==> config.mk <==
export PLATFORM = sky130hd
export DESIGN_NAME = ascii_hex_frame_crc_check
export DESIGN_NICKNAME = d
export VERILOG_FILES = /design/src/sv/ahfcc_pkg.sv /design/src/sv/ahfcc_out_skid.sv /design/src/sv/ascii_hex_frame_crc_check.sv
export SDC_FILE = /design/constraint.sdc
export NUM_CORES = 1
export LEC_CHECK = 0
export BUFFER_PORTS_ARGS = -buffer_cell sky130_fd_sc_hd__buf_2
export CORE_AREA = 2 2 130 107
export CTS_CLUSTER_DIAMETER = 100
export DETAILED_ROUTE_END_ITERATION = 16
export DIE_AREA = 0 0 132 109
export PLACE_DENSITY = 0.67
export SLEW_MARGIN = 20
export SYNTH_ARGS = -nofsm -noshare
export SYNTH_HDL_FRONTEND = slang
export SYNTH_SLANG_ARGS = --single-unit
==> constraint.sdc <==
create_clock -name clk -period 11.7 [get_ports clk]
set_input_delay 2.34 -clock clk [delete_from_list [all_inputs] [get_ports clk]]
set_output_delay 2.34 -clock clk [all_outputs]
set_load 0.02 [all_outputs]
==> src/sv/ahfcc_pkg.sv <==
// shared types, constants and decode functions for the ascii hex frame crc checker
package ahfcc_pkg;

  localparam logic [15:0] CRC_INIT   = 16'hFFFF;
  localparam logic [15:0] CRC_POLY   = 16'hA001;
  localparam logic [7:0]  BYTE3_BASE = 8'hF0;
  localparam logic [7:0]  BYTE_MAX   = 8'h99;
  localparam logic [15:0] POS_MAX    = 16'hFFFF;
  // length under 20 means a last position below 19
  localparam logic [15:0] POS_SHORT  = 16'd19;
  localparam logic [15:0] TAIL_DEPTH = 16'd4;
  // position of the byte 3 low digit, counted from the first released character
  localparam logic [15:0] BYTE3_LO_Q = 16'd8;
  localparam logic [7:0]  HEX_BAD    = 8'hFF;
  localparam logic [7:0]  DIGIT_MAX  = 8'd9;

  localparam logic [7:0] CH_ZERO  = 8'h30;
  localparam logic [7:0] CH_NINE  = 8'h39;
  localparam logic [7:0] CH_A     = 8'h41;
  localparam logic [7:0] CH_F     = 8'h46;
  localparam logic [7:0] CH_OPEN  = 8'h5B;
  localparam logic [7:0] CH_CLOSE = 8'h5D;
  localparam logic [7:0] HEX_A_OFFSET = 8'h37;

  typedef enum logic [2:0] {
    ST_OK      = 3'd0,
    ST_SHORT   = 3'd1,
    ST_BRACKET = 3'd2,
    ST_DIGIT   = 3'd3,
    ST_RANGE   = 3'd4
  } status_t;

  typedef struct packed {
    logic        crc_match;
    logic [15:0] crc_value;
    status_t     frame_status;
  } ahfcc_result_t;

  // uppercase hex digit to 0..15, anything else to 0xff
  function automatic logic [7:0] hex_val(input logic [7:0] c);
    logic [7:0] v;
    if (c >= CH_ZERO && c <= CH_NINE) begin
      v = c - CH_ZERO;
    end else if (c >= CH_A && c <= CH_F) begin
      v = c - HEX_A_OFFSET;
    end else begin
      v = HEX_BAD;
    end
    return v;
  endfunction

  // one byte of reflected crc-16, eight shift steps
  function automatic logic [15:0] crc_byte(input logic [15:0] crc_in, input logic [7:0] b);
    logic [15:0] c;
    c = crc_in ^ {8'h00, b};
    for (int k = 0; k < 8; k++) begin
      c = c[0] ? ((c >> 1) ^ CRC_POLY) : (c >> 1);
    end
    return c;
  endfunction

endpackage

==> src/sv/ahfcc_out_skid.sv <==
// two-entry output stage: result register plus skid register
module ahfcc_out_skid
  import ahfcc_pkg::*;
(
  input  logic          clk,
  input  logic          rst,
  input  logic          in_valid,
  output logic          in_ready,
  input  ahfcc_result_t in_data,
  output logic          out_valid,
  input  logic          out_ready,
  output ahfcc_result_t out_data
);

  logic          full;
  logic          full_next;
  logic          out_valid_next;
  logic          load_out_in;
  logic          load_out_skid;
  logic          load_skid;
  ahfcc_result_t skid;

  assign in_ready = !full;

  always_comb begin
    full_next      = full;
    out_valid_next = out_valid;
    load_out_in    = 1'b0;
    load_out_skid  = 1'b0;
    load_skid      = 1'b0;
    if (out_valid && !out_ready) begin
      // output stalled, park a new transfer in the skid register
      if (in_valid && !full) begin
        load_skid = 1'b1;
        full_next = 1'b1;
      end
    end else if (full) begin
      load_out_skid  = 1'b1;
      full_next      = 1'b0;
      out_valid_next = 1'b1;
    end else begin
      load_out_in    = in_valid;
      out_valid_next = in_valid;
    end
  end

  always_ff @(posedge clk) begin
    if (rst) begin
      full      <= 1'b0;
      out_valid <= 1'b0;
    end else begin
      full      <= full_next;
      out_valid <= out_valid_next;
    end
  end

  always_ff @(posedge clk) begin
    if (load_skid) begin
      skid <= in_data;
    end
    if (load_out_in) begin
      out_data <= in_data;
    end else if (load_out_skid) begin
      out_data <= skid;
    end
  end

  a_full_has_out: assert property (@(posedge clk) disable iff (rst) full |-> out_valid)
    else $error("skid full without a valid output");
  a_stall_parks: assert property (@(posedge clk) disable iff (rst)
      in_valid && in_ready && out_valid && !out_ready |=> full)
    else $error("transfer during stall not parked");
  a_skid_drains: assert property (@(posedge clk) disable iff (rst)
      full && out_ready |=> !full)
    else $error("skid not drained");

endmodule

==> src/sv/ascii_hex_frame_crc_check.sv <==
// top level: ascii hex frame decoder with crc-16 check and result stage
//
// Input stream: one ASCII character per transfer on s_tdata[7:0], s_tlast marks
// the closing bracket of a frame. Every character is handled as it is taken,
// so the block accepts a transfer on every clock while the result side flows.
// Characters pass through a four-deep delay line; released characters are
// decoded into bytes and folded into the crc accumulator through an
// eight-step shift network in the same cycle as the transfer.
// Output stream: one result per frame, issued for the transfer with s_tlast set.
// m_tdata carries status, computed crc and match flag from the result register,
// valid while m_tvalid is high.
// A result register plus a skid register part the two sides: characters keep
// flowing while one result waits; s_tready drops only while two results are
// held because the receiver stalls.
// Reset (rst, synchronous, active high) clears the frame state and the valid
// flags of both result registers; frame state also returns to start after every frame.
module ascii_hex_frame_crc_check
  import ahfcc_pkg::*;
(
  input  logic        clk,
  input  logic        rst,
  input  logic        s_tvalid,
  output logic        s_tready,
  input  logic [7:0]  s_tdata,   // [7:0] char_in
  input  logic        s_tlast,   // char_last
  output logic        m_tvalid,
  input  logic        m_tready,
  output logic [23:0] m_tdata    // [2:0] frame_status, [18:3] crc_value, [19] crc_match
);

  logic [15:0]   pos;
  logic [15:0]   pos_next;
  logic [15:0]   crc;
  logic [15:0]   crc_next;
  logic [3:0]    high_digit;
  logic [3:0]    high_digit_next;
  logic          open_seen;
  logic          open_seen_next;
  status_t       first_err;
  status_t       first_err_next;
  logic [7:0]    tail [4];
  logic          s_acc;
  logic          res_ready;
  ahfcc_result_t res;
  ahfcc_result_t res_out;

  // release path
  logic [15:0]   q;
  logic [7:0]    d;
  logic [7:0]    b;
  // frame end path
  logic [7:0]    h0;
  logic [7:0]    h1;
  logic [7:0]    h2;
  logic [7:0]    h3;
  logic [15:0]   lo;
  logic [7:0]    hi;
  logic [15:0]   rx;
  logic          open_ok;
  status_t       status;

  assign s_acc    = s_tvalid && s_tready;
  assign s_tready = res_ready;

  always_comb begin
    pos_next        = pos;
    crc_next        = crc;
    high_digit_next = high_digit;
    open_seen_next  = open_seen;
    first_err_next  = first_err;
    q               = pos - TAIL_DEPTH;
    d               = hex_val(tail[0]);
    b               = {high_digit, 4'b0000} + d;
    if (q == BYTE3_LO_Q) begin
      b = BYTE3_BASE + d;
    end

    h0      = hex_val(tail[0]);
    h1      = hex_val(tail[1]);
    h2      = hex_val(tail[2]);
    h3      = hex_val(tail[3]);
    lo      = {4'b0000, h0, 4'b0000} + {8'h00, h1};
    hi      = {h2[3:0], 4'b0000} + h3;
    rx      = {hi, 8'h00} + lo;
    open_ok = (pos == 16'd0) ? (s_tdata == CH_OPEN) : open_seen;
    if (pos < POS_SHORT) begin
      status = ST_SHORT;
    end else if (!open_ok || s_tdata != CH_CLOSE) begin
      status = ST_BRACKET;
    end else begin
      status = first_err;
    end
    res.frame_status = status;
    res.crc_value    = crc;
    res.crc_match    = (status == ST_OK) && (rx == crc);

    if (s_acc) begin
      if (s_tlast) begin
        pos_next        = 16'd0;
        crc_next        = CRC_INIT;
        high_digit_next = 4'd0;
        open_seen_next  = 1'b0;
        first_err_next  = ST_OK;
      end else begin
        if (pos == 16'd0) begin
          open_seen_next = (s_tdata == CH_OPEN);
        end
        // the opening bracket itself is released at q zero and skipped
        if (pos >= TAIL_DEPTH && q != 16'd0) begin
          if (q[0]) begin
            high_digit_next = d[3:0];
          end else begin
            crc_next = crc_byte(crc, b);
            if (first_err == ST_OK) begin
              if (q == BYTE3_LO_Q) begin
                if (d > DIGIT_MAX) begin
                  first_err_next = ST_DIGIT;
                end
              end else if (b > BYTE_MAX) begin
                first_err_next = ST_RANGE;
              end
            end
          end
        end
        if (pos != POS_MAX) begin
          pos_next = pos + 16'd1;
        end
      end
    end
  end

  always_ff @(posedge clk) begin
    if (rst) begin
      pos        <= 16'd0;
      crc        <= CRC_INIT;
      high_digit <= 4'd0;
      open_seen  <= 1'b0;
      first_err  <= ST_OK;
    end else begin
      pos        <= pos_next;
      crc        <= crc_next;
      high_digit <= high_digit_next;
      open_seen  <= open_seen_next;
      first_err  <= first_err_next;
    end
  end

  // character delay line, holds text until it is known to be data or crc
  always_ff @(posedge clk) begin
    if (s_acc && !s_tlast) begin
      tail[0] <= tail[1];
      tail[1] <= tail[2];
      tail[2] <= tail[3];
      tail[3] <= s_tdata;
    end
  end

  ahfcc_out_skid u_out (
    .clk       (clk),
    .rst       (rst),
    .in_valid  (s_acc && s_tlast),
    .in_ready  (res_ready),
    .in_data   (res),
    .out_valid (m_tvalid),
    .out_ready (m_tready),
    .out_data  (res_out)
  );

  assign m_tdata = {4'b0000, res_out};

  a_frame_restart: assert property (@(posedge clk) disable iff (rst)
      s_acc && s_tlast |=> pos == 16'd0 && crc == CRC_INIT && first_err == ST_OK)
    else $error("frame state not cleared after closing character");
  a_pos_counts: assert property (@(posedge clk) disable iff (rst)
      s_acc && !s_tlast && pos != POS_MAX |=> pos == $past(pos) + 16'd1)
    else $error("character position did not advance");
  a_match_needs_ok: assert property (@(posedge clk) disable iff (rst)
      m_tvalid && m_tdata[19] |-> m_tdata[2:0] == ST_OK)
    else $error("crc match reported on a faulty frame");
  a_err_sticky: assert property (@(posedge clk) disable iff (rst)
      $past(first_err) != ST_OK && !$past(rst) && !$past(s_acc && s_tlast)
      |-> first_err == $past(first_err))
    else $error("first byte error overwritten");

endmodule

==> impl_metrics.py <==
metrics = {
    "floorplan": {
        "dieArea_um2": 14400,
        "core_um2": 13200,
        "row_count": 38,
        "boundaryPins": 39,
        "initial_core_util": 0.489,
        "die_h_um": 109,
        "die_w_um": 132,
    },
    "drt": {
        "drc": 0,
        "vias": 4839,
        "wl_per_cell_um": 16.0,
        "first_iter_violations": 458,
        "routed_wl_um": 14000,
        "drt.antenna.violating_nets": 0,
        "drtPass1Iterations": 5,
        "avgViaCountPerCell": 5.54,
    },
    "finish": {
        "design_area_um2": 7420,
        "fillCellCount": 1143,
        "antenna_cells": 0,
        "area_delta_synth_final_pct": 15.3,
        "finalNetCount": 737,
        "drive_gt1_frac": 0.124,
    },
    "setup_path": {
        "cp-end-kind": "flop",
        "critPathRequiredTime_ns": 11.93,
        "r2r_end": "u_out.out_data[19]$_DFFE_PP_",
        "reg2reg_depth": 19,
        "arrival_ns": 5.01,
        "critPathCapture": "u_out.out_data[19]$_DFFE_PP_",
        "path_class": "flop to flop",
        "cp_max_fo": 8,
        "r2r_setup_slack_ns": 6.93,
        "r2r-start": "tail[1][4]$_DFFE_PP_",
        "crit_path_start_kind": "flop",
        "startpoint": "tail[1][4]$_DFFE_PP_",
    },
    "yosys": {
        "ys_types": 75,
        "yosysSeqAreaShare": 0.463,
        "synth-warning-count": 0,
        "synth-seq-cells": 113,
        "netlist.area_leader.share": 0.336,
        "yosys-top-cells-area": "edfxtp_1 (34%), dfxtp_1 (13%), ha_1 (7.8%)",
        "yosysTopAreaCell": "edfxtp_1",
        "synth_edf_count": 72,
        "synth_area_um2": 6440,
        "syn_inst": 639,
        "async_flop_share": 0,
        "syn_avg_cell_area_um2": 10.1,
        "ys.flop_type": "edfxtp_1",
    },
    "placed_design": {
        "placed_area_um2": 6780,
        "pre_cts_ws_ns": 7.06,
        "hpwl_um": 10200,
        "gp_congestion": 0.937,
        "io_buffers": 34,
    },
    "clock_network": {
        "cts_setup_buffers": 0,
        "cts_resized": 0,
        "numCtsBuffers": 17,
        "clock-sinks": 113,
        "cts_max_level": 4,
        "cts_tree": "done",
        "insertion_delay_ns": 0.41,
        "cts-hold-fix-buffers": 0,
        "clk_path_buf_depth": 2,
        "clkTransAtPathRegs_ns": 0.05,
        "clockRootBuffer": "clkbuf_16",
    },
    "worst_hold_path": {
        "hold_class": "flop to flop",
    },
    "global_routing": {
        "gr-usage-all-layers": 0.203,
        "antenna_found_initial": 0,
        "grt_pass1_wl_um": 22900,
        "grt_overflow_total": 0,
        "grt_max_degree": 35,
        "first_global_vias": 4563,
    },
    "pwr": {
        "peakVddDrop_mv": 0.111,
        "power.density_nw_per_um2": 146,
        "leakagePower_uw": 0.00289,
    },
    "flow_run": {
        "maxCapViolCount": 0,
    },
    "timing": {
        "whs_ns": 0.464,
        "fin_setup_tns_ns": 0,
        "post-route-period-util": 0.408,
        "worst_clock_skew_ns": 0.00653,
        "maxSlewHeadroom": 0.397,
        "hold_viol": 0,
        "rsz0062_at_grt": "false",
        "layout_min_cycle_time_ns": 4.77,
        "tightest_slew_ns": 0.882,
        "finalSetupViolations": 0,
        "maxSlewViolCount": 0,
        "max_freq_mhz": 210,
        "setup_ws_ns": 6.93,
    },
    "outcome": {
        "status": "complete, no violations",
    },
}
## per-stage QoR
| stage | std cells | utilization | total power (uW) |
|---|---|---|---|
| global placement | 842 | 0.515 | 531 |
| finish | 874 | 0.563 | 1080 |
| detailed placement | 842 | 0.515 | 534 |
| global route | 874 | 0.563 | 1120 |
| CTS | 874 | 0.563 | 1090 |
| floorplan | 642 | - | 513 |
## cell usage after synthesis, types with 3 or more instances
cell       n
o21ai_1    3
nor2b_1    7
a22oi_1    8
mux2i_1    3
ha_1      40
nor4_1    10
nand2_1   95
or2_2      3
and2_1     3
dfxtp_1   41
nor3b_1    4
o211ai_1   3
o22ai_1    7
xnor2_2    3
xor2_1    25
buf_4      4
clkbuf_1  12
nand3_1   15
a31oi_1    9
o31ai_1    3
edfxtp_1  72
a21o_1    12
nand4_1    8
and3_1    10
nor2_1    57
xnor2_1   34
a21oi_1   24
fa_1       3
inv_1     32
nor3_1    12
nor4bb_1   3
o21ai_0   24
## critical path, cell delays in order, from the launching register on
cell and delay, ns:
edfxtp_1 0.50, inv_1 0.16, ha_1 0.19, nor2b_1 0.12, o21ai_0 0.09, a21oi_1 0.50
nand2_1 0.16, a21oi_1 0.20, a21oi_1 0.06, ha_1 0.24, fa_1 0.41, a21o_1 0.20
a21o_1 0.21, a21o_1 0.18, a21oi_1 0.23, o21ai_0 0.26, o21ba_2 0.26, a221oi_1 0.27
o2111ai_1 0.16, o31ai_1 0.20
## per-layer routing
metal	track usage	up-vias	part of all wire
met5	0	-	0
met4	0.0637	0	0.011
met3	0.0507	16	0.063
met2	0.332	159	0.47
met1	0.269	2300	0.46
li1	-	2364	-
## power by group
| part | internal (uW) | switching [uW] |
|---|---|---|
| combinational | 30.2 | 47.1 |
| clock | 382 | 176 |
| sequential | 437 | 13.1 |
| total | 848 | 236 |
## registers in the layout, indices dropped and copies added (netlist names), 2 cells and up
| signal | cells |
|---|---|
| tail | 32 |
| u_out.out_data | 20 |
| u_out.skid | 20 |
| crc | 16 |
| pos | 16 |
| high_digit | 4 |
| first_err | 2 |
## how the worst min path moves through the flow
stage,start,end,slack (ns),cells after the start
6_report,open_seen$_SDFFE_PP0P_,open_seen$_SDFFE_PP0P_,0.46,2
5_1_grt,open_seen$_SDFFE_PP0P_,open_seen$_SDFFE_PP0P_,0.49,2
4_1_cts,open_seen$_SDFFE_PP0P_,open_seen$_SDFFE_PP0P_,0.47,2
3_5_place_dp,open_seen$_SDFFE_PP0P_,open_seen$_SDFFE_PP0P_,0.46,2
3_3_place_gp,open_seen$_SDFFE_PP0P_,open_seen$_SDFFE_PP0P_,0.45,2
2_1_floorplan,tail[3][2]$_DFFE_PP_,tail[2][2]$_DFFE_PP_,0.42,0
## layout by cell type (no fill, tap or decap), types with 7 or more instances in the layout
master,netlist,layout
nand3_1,15,15
xnor2_1,34,34
nor3_1,12,12
dfxtp_1,41,41
nor4_1,10,10
ha_1,40,40
a21o_1,12,12
o22ai_1,7,7
nand2_1,95,95
edfxtp_1,72,72
inv_1,32,32
a21oi_1,24,24
buf_2,0,34
nor2b_1,7,7
a31oi_1,9,9
o21ai_0,24,24
a22oi_1,8,8
clkbuf_16,0,17
nor2_1,57,56
and3_1,10,10
nand4_1,8,8
xor2_1,25,25
## logic make-up (layout without fill, tap and decap cells)
family	after synthesis	count (layout)	synth area share
compound gates	121	121	0.128
other cells	1	4	0.000583
buf+inv	49	101	0.0321
fa+ha+maj	43	43	0.0871
simple gates	240	240	0.174
mux	5	5	0.00816
flops	113	113	0.463
xor+xnor	67	67	0.106
## layout make-up
class                           count  area (um2)  area share
Sequential cell                   113        2980       0.402
Clock buffer                       21         450      0.0607
Tap cell                          180         225      0.0304
Inverter                           32         120      0.0162
Clock inverter                     11         186      0.0251
Timing Repair Buffer               37         193      0.0260
Multi-Input combinational cell    480        3260       0.440
No activity file was read; power rests on OpenSTA's default activity.
